[src/rtl/ppoc_pkg.sv]
// ----------------------------------------------------------------------------
// ppoc_pkg: shared definitions for the premultiplied over compositor
// Register map codes, field widths and the lane coefficient type.
// ----------------------------------------------------------------------------
package ppoc_pkg;

    // Configuration port geometry.
    localparam int ADDR_W = 4;
    localparam int DATA_W = 32;
    localparam int REG_IDX_W = 2;

    // Register indexes (byte address is 4 times the index).
    localparam logic [REG_IDX_W-1:0] REG_CHANNEL_COUNT = 2'd0;
    localparam logic [REG_IDX_W-1:0] REG_BLEND_MODE    = 2'd1;
    localparam logic [REG_IDX_W-1:0] REG_GLOBAL_ALPHA  = 2'd2;

    // Blend mode codes.
    localparam logic MODE_GLOBAL = 1'b0;
    localparam logic MODE_MASK   = 1'b1;

    // Widths of the register fields and of the blend weights.
    localparam int CNT_W   = 4;
    localparam int WGT_W   = 9;
    localparam logic [WGT_W-1:0] WGT_ONE = 9'd256;

    // Every lane computes (s * src_wgt + d * dst_wgt) >> 8.
    typedef struct packed {
        logic [WGT_W-1:0] src_wgt;
        logic [WGT_W-1:0] dst_wgt;
    } t_coef;

endpackage

[src/rtl/ppoc_coef.sv]
// ----------------------------------------------------------------------------
// ppoc_coef: per-word blend weights
// Works out the source and destination weights that all lanes share, from
// the source alpha byte, the mode, the global alpha and the mask byte.
// ----------------------------------------------------------------------------
module ppoc_coef (
    input  logic                        i_mode,
    input  logic [7:0]                  i_global_alpha,
    input  logic [7:0]                  i_mask,
    input  logic [7:0]                  i_src_alpha,
    output ppoc_pkg::t_coef             o_coef
);

    logic [ppoc_pkg::WGT_W-1:0] ga_exp;
    logic [ppoc_pkg::WGT_W-1:0] mask_exp;
    logic [ppoc_pkg::WGT_W-1:0] inv_sa_exp;
    logic [ppoc_pkg::WGT_W-1:0] mult_wgt;
    logic [16:0]                prod;
    logic [7:0]                 scaled_sa;
    logic [7:0]                 inv_scaled;
    logic [7:0]                 inv_sa;

    // Expand an alpha byte to the 0..256 range.
    assign ga_exp     = {1'b0, i_global_alpha} + {8'd0, i_global_alpha[7]};
    assign mask_exp   = {1'b0, i_mask} + {8'd0, i_mask[7]};
    assign inv_sa     = 8'd255 - i_src_alpha;
    assign inv_sa_exp = {1'b0, inv_sa} + {8'd0, inv_sa[7]};

    // One shared multiplier scales the source alpha by the active opacity.
    assign mult_wgt   = (i_mode == ppoc_pkg::MODE_MASK) ? mask_exp : ga_exp;
    assign prod       = {9'd0, i_src_alpha} * {8'd0, mult_wgt};
    assign scaled_sa  = prod[15:8];
    assign inv_scaled = 8'd255 - scaled_sa;

    // Pick the weights for pass, full over, blend or two-term combine.
    always_comb begin
        o_coef.src_wgt = '0;
        o_coef.dst_wgt = ppoc_pkg::WGT_ONE;
        if (i_mode == ppoc_pkg::MODE_GLOBAL) begin
            if (i_global_alpha == 8'd255) begin
                o_coef.src_wgt = ppoc_pkg::WGT_ONE;
                o_coef.dst_wgt = inv_sa_exp;
            end else if (i_global_alpha != 8'd0) begin
                o_coef.src_wgt = {1'b0, scaled_sa};
                o_coef.dst_wgt = ppoc_pkg::WGT_ONE - {1'b0, scaled_sa};
            end
        end else begin
            if (mask_exp == ppoc_pkg::WGT_ONE) begin
                o_coef.src_wgt = ppoc_pkg::WGT_ONE;
                o_coef.dst_wgt = inv_sa_exp;
            end else if (mask_exp != '0) begin
                o_coef.src_wgt = mask_exp;
                o_coef.dst_wgt = {1'b0, inv_scaled} + {8'd0, inv_scaled[7]};
            end
        end
    end

endmodule

[src/rtl/ppoc_lane.sv]
// ----------------------------------------------------------------------------
// ppoc_lane: one channel of the compositor
// Weighted sum of a source and a destination byte, truncated to 8 bits.
// ----------------------------------------------------------------------------
module ppoc_lane (
    input  logic [7:0]          i_src,
    input  logic [7:0]          i_dst,
    input  ppoc_pkg::t_coef     i_coef,
    output logic [7:0]          o_result
);

    logic [16:0] src_term;
    logic [16:0] dst_term;
    logic [17:0] sum;

    // Both products fit in 17 bits; the sum keeps one more.
    assign src_term = {9'd0, i_src} * {8'd0, i_coef.src_wgt};
    assign dst_term = {9'd0, i_dst} * {8'd0, i_coef.dst_wgt};
    assign sum      = {1'b0, src_term} + {1'b0, dst_term};
    assign o_result = sum[15:8];

endmodule

[src/rtl/premult_pixel_over_compositor_top.sv]
// ----------------------------------------------------------------------------
// premult_pixel_over_compositor_top: premultiplied source-over compositor
// Composites a source pixel over a destination pixel, one word per clock while not stalled.
//
//   channel   direction  handshake              payload
//   input     in         i_valid / o_ready      src_pixel, dst_pixel, mask, span end
//   output    out        o_valid / i_ready      out_pixel, span end
//   config    in         psel/penable/pready    paddr, pwdata, prdata
//
// A word is accepted every clock while the pipeline is not stalled. Each word is
// registered in the weight stage, then in the lane stage with the output register.
// The lane multipliers are one pair per channel. Reset is synchronous and clears
// the valid flags and the registers to channel_count 4, global mode, alpha 255.
// Each stage holds its word while the stage after it is full and stalled.
// ----------------------------------------------------------------------------
module premult_pixel_over_compositor_top #(
    parameter int MAX_CHANNELS = 8
) (
    input  logic                            i_clk,
    input  logic                            i_rst_n,
    // Input channel
    input  logic                            i_valid,
    output logic                            o_ready,
    input  logic [8*MAX_CHANNELS-1:0]       i_src_pixel,
    input  logic [8*MAX_CHANNELS-1:0]       i_dst_pixel,
    input  logic [7:0]                      i_mask_value,
    input  logic                            i_span_end,
    // Output channel
    output logic                            o_valid,
    input  logic                            i_ready,
    output logic [8*MAX_CHANNELS-1:0]       o_out_pixel,
    output logic                            o_span_end_out,
    // Configuration port
    input  logic                            psel,
    input  logic                            penable,
    input  logic                            pwrite,
    input  logic [ppoc_pkg::ADDR_W-1:0]     paddr,
    input  logic [ppoc_pkg::DATA_W-1:0]     pwdata,
    output logic [ppoc_pkg::DATA_W-1:0]     prdata,
    output logic                            pready
);

    localparam int PIX_W = 8 * MAX_CHANNELS;

    // Configuration registers.
    logic [ppoc_pkg::CNT_W-1:0]     r_channel_count;
    logic                           r_blend_mode;
    logic [7:0]                     r_global_alpha;
    logic [ppoc_pkg::REG_IDX_W-1:0] reg_idx;
    logic                           cfg_write;

    // Pipeline registers.
    logic                           r_v1;
    logic [PIX_W-1:0]               r_src1;
    logic [PIX_W-1:0]               r_dst1;
    logic                           r_span1;
    logic [ppoc_pkg::CNT_W-1:0]     r_n1;
    ppoc_pkg::t_coef                r_coef1;
    logic                           r_v2;
    logic [PIX_W-1:0]               r_out2;
    logic                           r_span2;

    logic                           ready2;
    logic                           accept;
    logic [ppoc_pkg::CNT_W-1:0]     n_chan;
    logic [7:0]                     src_alpha;
    ppoc_pkg::t_coef                coef;
    logic [7:0]                     lane_res [MAX_CHANNELS];
    logic [PIX_W-1:0]               n_out;

    // Register writes and reads.
    assign pready    = 1'b1;
    assign reg_idx   = paddr[ppoc_pkg::ADDR_W-1:2];
    assign cfg_write = psel && penable && pwrite;

    always_ff @(posedge i_clk) begin
        if (!i_rst_n) begin
            r_channel_count <= ppoc_pkg::CNT_W'(4);
            r_blend_mode    <= ppoc_pkg::MODE_GLOBAL;
            r_global_alpha  <= 8'd255;
        end else if (cfg_write) begin
            unique case (reg_idx)
                ppoc_pkg::REG_CHANNEL_COUNT: begin
                    r_channel_count <= pwdata[ppoc_pkg::CNT_W-1:0];
                end
                ppoc_pkg::REG_BLEND_MODE: begin
                    r_blend_mode <= pwdata[0];
                end
                ppoc_pkg::REG_GLOBAL_ALPHA: begin
                    r_global_alpha <= pwdata[7:0];
                end
                default: begin
                end
            endcase
        end
    end

    always_comb begin
        unique case (reg_idx)
            ppoc_pkg::REG_CHANNEL_COUNT: prdata = {28'd0, r_channel_count};
            ppoc_pkg::REG_BLEND_MODE:    prdata = {31'd0, r_blend_mode};
            ppoc_pkg::REG_GLOBAL_ALPHA:  prdata = {24'd0, r_global_alpha};
            default:                     prdata = '0;
        endcase
    end

    // Each stage takes a word when it is empty or its word moves on.
    assign ready2  = !r_v2 || i_ready;
    assign o_ready = !r_v1 || ready2;
    assign accept  = i_valid && o_ready;

    // Channels in use: zero counts as one, large counts saturate.
    always_comb begin
        if (r_channel_count == '0) begin
            n_chan = ppoc_pkg::CNT_W'(1);
        end else if (r_channel_count > ppoc_pkg::CNT_W'(MAX_CHANNELS)) begin
            n_chan = ppoc_pkg::CNT_W'(MAX_CHANNELS);
        end else begin
            n_chan = r_channel_count;
        end
    end

    // The alpha byte is the last channel in use.
    always_comb begin
        src_alpha = '0;
        for (int k = 0; k < MAX_CHANNELS; k++) begin
            if (ppoc_pkg::CNT_W'(k + 1) == n_chan) begin
                src_alpha = i_src_pixel[8*k +: 8];
            end
        end
    end

    ppoc_coef u_coef (
        .i_mode         (r_blend_mode),
        .i_global_alpha (r_global_alpha),
        .i_mask         (i_mask_value),
        .i_src_alpha    (src_alpha),
        .o_coef         (coef)
    );

    // Weight stage.
    always_ff @(posedge i_clk) begin
        if (!i_rst_n) begin
            r_v1 <= 1'b0;
        end else if (o_ready) begin
            r_v1 <= i_valid;
        end
    end

    always_ff @(posedge i_clk) begin
        if (accept) begin
            r_src1  <= i_src_pixel;
            r_dst1  <= i_dst_pixel;
            r_span1 <= i_span_end;
            r_n1    <= n_chan;
            r_coef1 <= coef;
        end
    end

    // One lane per channel.
    for (genvar g = 0; g < MAX_CHANNELS; g++) begin : g_lane
        ppoc_lane u_lane (
            .i_src    (r_src1[8*g +: 8]),
            .i_dst    (r_dst1[8*g +: 8]),
            .i_coef   (r_coef1),
            .o_result (lane_res[g])
        );
    end

    // Merge the lanes, zeroing channels above the count.
    always_comb begin
        for (int k = 0; k < MAX_CHANNELS; k++) begin
            n_out[8*k +: 8] = (ppoc_pkg::CNT_W'(k) < r_n1) ? lane_res[k] : 8'd0;
        end
    end

    // Output register.
    always_ff @(posedge i_clk) begin
        if (!i_rst_n) begin
            r_v2 <= 1'b0;
        end else if (ready2) begin
            r_v2 <= r_v1;
        end
    end

    always_ff @(posedge i_clk) begin
        if (ready2 && r_v1) begin
            r_out2  <= n_out;
            r_span2 <= r_span1;
        end
    end

    assign o_valid        = r_v2;
    assign o_out_pixel    = r_out2;
    assign o_span_end_out = r_span2;

endmodule

[config.mk]
export PLATFORM = sky130hd
export DESIGN_NAME = premult_pixel_over_compositor_top
export DESIGN_NICKNAME = d
export VERILOG_FILES = /design/src/rtl/ppoc_pkg.sv /design/src/rtl/ppoc_coef.sv /design/src/rtl/ppoc_lane.sv /design/src/rtl/premult_pixel_over_compositor_top.sv
export SDC_FILE = /design/constraint.sdc
export NUM_CORES = 2
export LEC_CHECK = 0
export ABC_CLOCK_PERIOD_IN_PS = 15800
export BUFFER_PORTS_ARGS = -buffer_cell sky130_fd_sc_hd__buf_2
export CAP_MARGIN = 20
export CORE_MARGIN = 4
export CORE_UTILIZATION = 40
export DETAILED_ROUTE_END_ITERATION = 10
export SLEW_MARGIN = 20
export SYNTH_ARGS = -nofsm -noshare
export SYNTH_HDL_FRONTEND = slang
export SYNTH_SLANG_ARGS = --single-unit
[constraint.sdc]
create_clock -name i_clk -period 15.8 [get_ports i_clk]
set_input_delay 1.58 -clock i_clk [delete_from_list [all_inputs] [get_ports i_clk]]
set_output_delay 1.58 -clock i_clk [all_outputs]
set_load 0.005 [all_outputs]
==> key figures <==
Placed design
  – Final Wtd Congestion: about 0.85
  – Quantity of I/O buffers inserted on ports: 228
  – HPWL Detailed: between 90,000 and 100,000 um

Timing
  – Unrepaired setup endpoints after global routing: false
  – Tcrit/Tclk final: a little over half
  – Worst hold margin: between 400 and 500 ps
  – Skew final: ~29 ps
  – Worst-Margin Slew: between 1000 and 1500 ps
  – Final TNS setup: 0 ps
  – Normalized max-slew margin: around 29%
  – Final setup vio count: 0
  – Final hold viol count: 0
  – Fmax: 117.5 MHz
  – Final min period: around 8500 ps
  – Max-slew violations: 0

Synth
  – Cells after synthesis: between 4k and 5k
  – Synthesis warning total: 0
  – Distinct cells, synth: slightly below 80
  – Post-synth EDFFs: ~220
  – Syn avg cell area: 9.594 sq um
  – Asr flop ratio synth: 0%
  – Cell taking the most area after synthesis: fa_1
  – Most frequent cell after synthesis: inv_1
  – Main flop type after synthesis: edfxtp_1
  – #FFs+latches synth: ~230
  – Commonest cells post-synth: inv_1, fa_1, and2_1
  – Seq/Total Area, Yosys: 14.43%
  – Mapped Area: roughly 0.047 sq mm
  – Ranking of synthesized cells by area: fa_1, edfxtp_1, ha_1
  – Synth top area share: between 30% and 40%

Setup path
  – Crit path max fanout: 13
  – Worst EP required: between 15,000 and 20,000 ps
  – CP arrival: between 8000 and 9000 ps
  – Crit. End Element: flop
  – Crit path launch type: input port
  – Crit path kind: input port to flop

Hold path
  – Hold WC Path Type: flop to flop

Clocking
  – Max Buffers Root-to-Sink: 3
  – CTS tree: built
  – Clk_lat worst skew: 600 ps
  – Post_cts resized: 0
  – Root Driver: clkbuf_16
  – Post-CTS Hold Buffers: 0
  – CTS Sinks: approximately 230
  – # Post-CTS Setup Buffers: 0
  – Clock transition at path regs: roughly 60 ps
  – H-tree depth: 2
  – Inserted Clock Buffers: 36

Routing
  – Vias after detailed routing: roughly 33k
  – Drt first pass iters: 5
  – Drt first-iter violations: 1,812
  – Vias/cell: 4.998
  – Wire per inst: around 20 um
  – Final ANT Viol Nets: 0
  – DRC viols: 0
  – Routed WL: 128,500 um

Cells and area
  – Layout area overhead: 8.284%
  – Nets: 6,577
  – Layout cells sized above 1: between 7 and 8%
  – Fill cell count: 11.38k
  – Register Area: roughly 0.0068 sq mm
  – Area of the multi-input gates: approximately 0.035 sq mm

Die
  – Die height: 350.9 um
  – Die area: roughly 0.12 sq mm
  – # IOs: between 200 and 300
  – Die W: approximately 350 um
  – Starting density of the core: between 40 and 50%
  – Core Area: between 0.1 and 0.15 sq mm
  – Rows: about 130

Run
  – Max cap viols: 0

Global route
  – Most crowded layer after global routing: met2
  – Gr ovfl total: 0
  – GRT met3 Usage: around 5.7%
  – GRT Resource Usage Total: a little over a fifth
  – Met1 Use GR: about 28%
  – Initial antenna violation count: 23
  – Vias in the first global route: between 30k and 40k
  – First-pass GRT wire length: slightly above 200,000 um
  – Global routing usage on met2: roughly a third
  – Largest net degree at the start of global routing: 65

Run status
  – Status: finished, final reports clean
## metrics by stage
stage,cells,worst slack [ps],instance area [sq um],util [%]
6_report,6572,7287,50920,43.70
5_1_grt,6561,6990,50890,43.67
2_1_floorplan,4924,8100,47110,-
3_3_place_gp,6489,6919,49550,42.52
4_1_cts,6557,7577,50880,43.67
3_5_place_dp,6491,6933,49580,42.55
## path summary, 6_finish.rpt
path                                                 startpoint                  endpoint  slack [ps]  cells past startpoint
worst max-delay path                            i_src_pixel[51]      r_coef1[2]$_DFFE_PP_        7290                     24
worst min-delay path                          r_span1$_DFFE_PP_  o_span_end_out$_DFFE_PP_         420                      0
worst max register to register  r_channel_count[0]$_SDFFE_PN0P_      r_coef1[2]$_DFFE_PP_        7750                     25
worst min register to register                r_span1$_DFFE_PP_  o_span_end_out$_DFFE_PP_         420                      0
## cell usage in the layout, fill, tap and decap left out, types with 6 or more instances in the layout
cell type / netlist / routed
fa_1: 888 / 888
nor2b_1: 10 / 9
o21a_1: 15 / 15
a211o_1: 6 / 6
and2_1: 650 / 649
nor2_1: 165 / 165
o21bai_1: 13 / 13
diode_2: 0 / 15
edfxtp_1: 216 / 216
buf_2: 3 / 228
dfxtp_1: 15 / 13
a221oi_1: 7 / 7
a21o_1: 22 / 22
mux2i_1: 19 / 19
nand2b_1: 10 / 10
a41o_1: 8 / 8
xnor2_1: 129 / 129
or2_2: 16 / 16
a211oi_1: 13 / 13
bufinv_16: 0 / 8
o21ai_0: 29 / 29
a21oi_1: 59 / 59
nand4_1: 11 / 11
xor2_1: 25 / 25
buf_4: 26 / 40
ha_1: 504 / 504
nor3_1: 20 / 20
inv_1: 1084 / 1084
clkbuf_16: 0 / 36
and3_1: 17 / 17
conb_1: 2 / 25
nand3_1: 47 / 47
nand2_1: 580 / 580
## sequential cells by signal, summed over array words and instances, names as in the netlist
name / count
r_coef1: 18
r_blend_mode: 1
o_out_pixel: 64
r_dst1: 64
r_global_alpha: 8
r_src1: 64
r_v1: 1
r_n1: 4
r_span1: 1
o_valid: 1
r_channel_count: 4
o_span_end_out: 1
## cells by family (layout without fill, tap and decap cells)
group | after synthesis | after routing | share of synthesized area (%)
xor gates and xnor gates | 155 | 155 | 2.903
other | 2 | 40 | 0.01597
adders and majority gates | 1392 | 1392 | 51.22
and+or+nand+nor | 1550 | 1550 | 16.60
DFF | 231 | 231 | 14.43
buffers and inverters | 1313 | 1422 | 10.71
AOI/OAI and AO/OA | 233 | 233 | 3.499
muxes | 25 | 25 | 0.6200
## worst max-delay path, stage by stage
cell and delay, ps:
buf_2 120, mux2i_1 640, o2bb2ai_1 160, a221oi_1 580
a21o_1 490, nor2_1 140, fa_1 520, fa_1 510
fa_1 490, inv_1 50, fa_1 480, inv_1 40
ha_1 320, a21o_1 240, a211o_1 320, a221oi_1 270
o21ai_1 130, xnor2_1 610, inv_1 180, nor2_1 160
ha_1 260, xor2_1 90, a221oi_1 320, o22ai_1 110
## cell type report
type / count / share of cell area (%)
Antenna cell: 15 / 0.07372
Tap cell: 1524 / 3.745
Timing Repair Buffer: 272 / 2.978
Clock buffer: 39 / 1.791
Inverter: 1084 / 7.992
Clock inverter: 27 / 0.7569
Multi-Input combinational cell: 3380 / 69.33
Sequential cell: 231 / 13.33
## routing by layer
layer / wire (um) / part of all wire [%] / vias to the layer above
met2: 58610 / 46 / 897
met3: 10760 / 8.4 / 191
met5: 80 / 0.062 / -
li1: - / - / 14900
met4: 4254 / 3.3 / 14
met1: 54750 / 43 / 16840
Power is not shown: default switching activity piles up to over one toggle a cycle in this logic, so the estimate is an artifact.
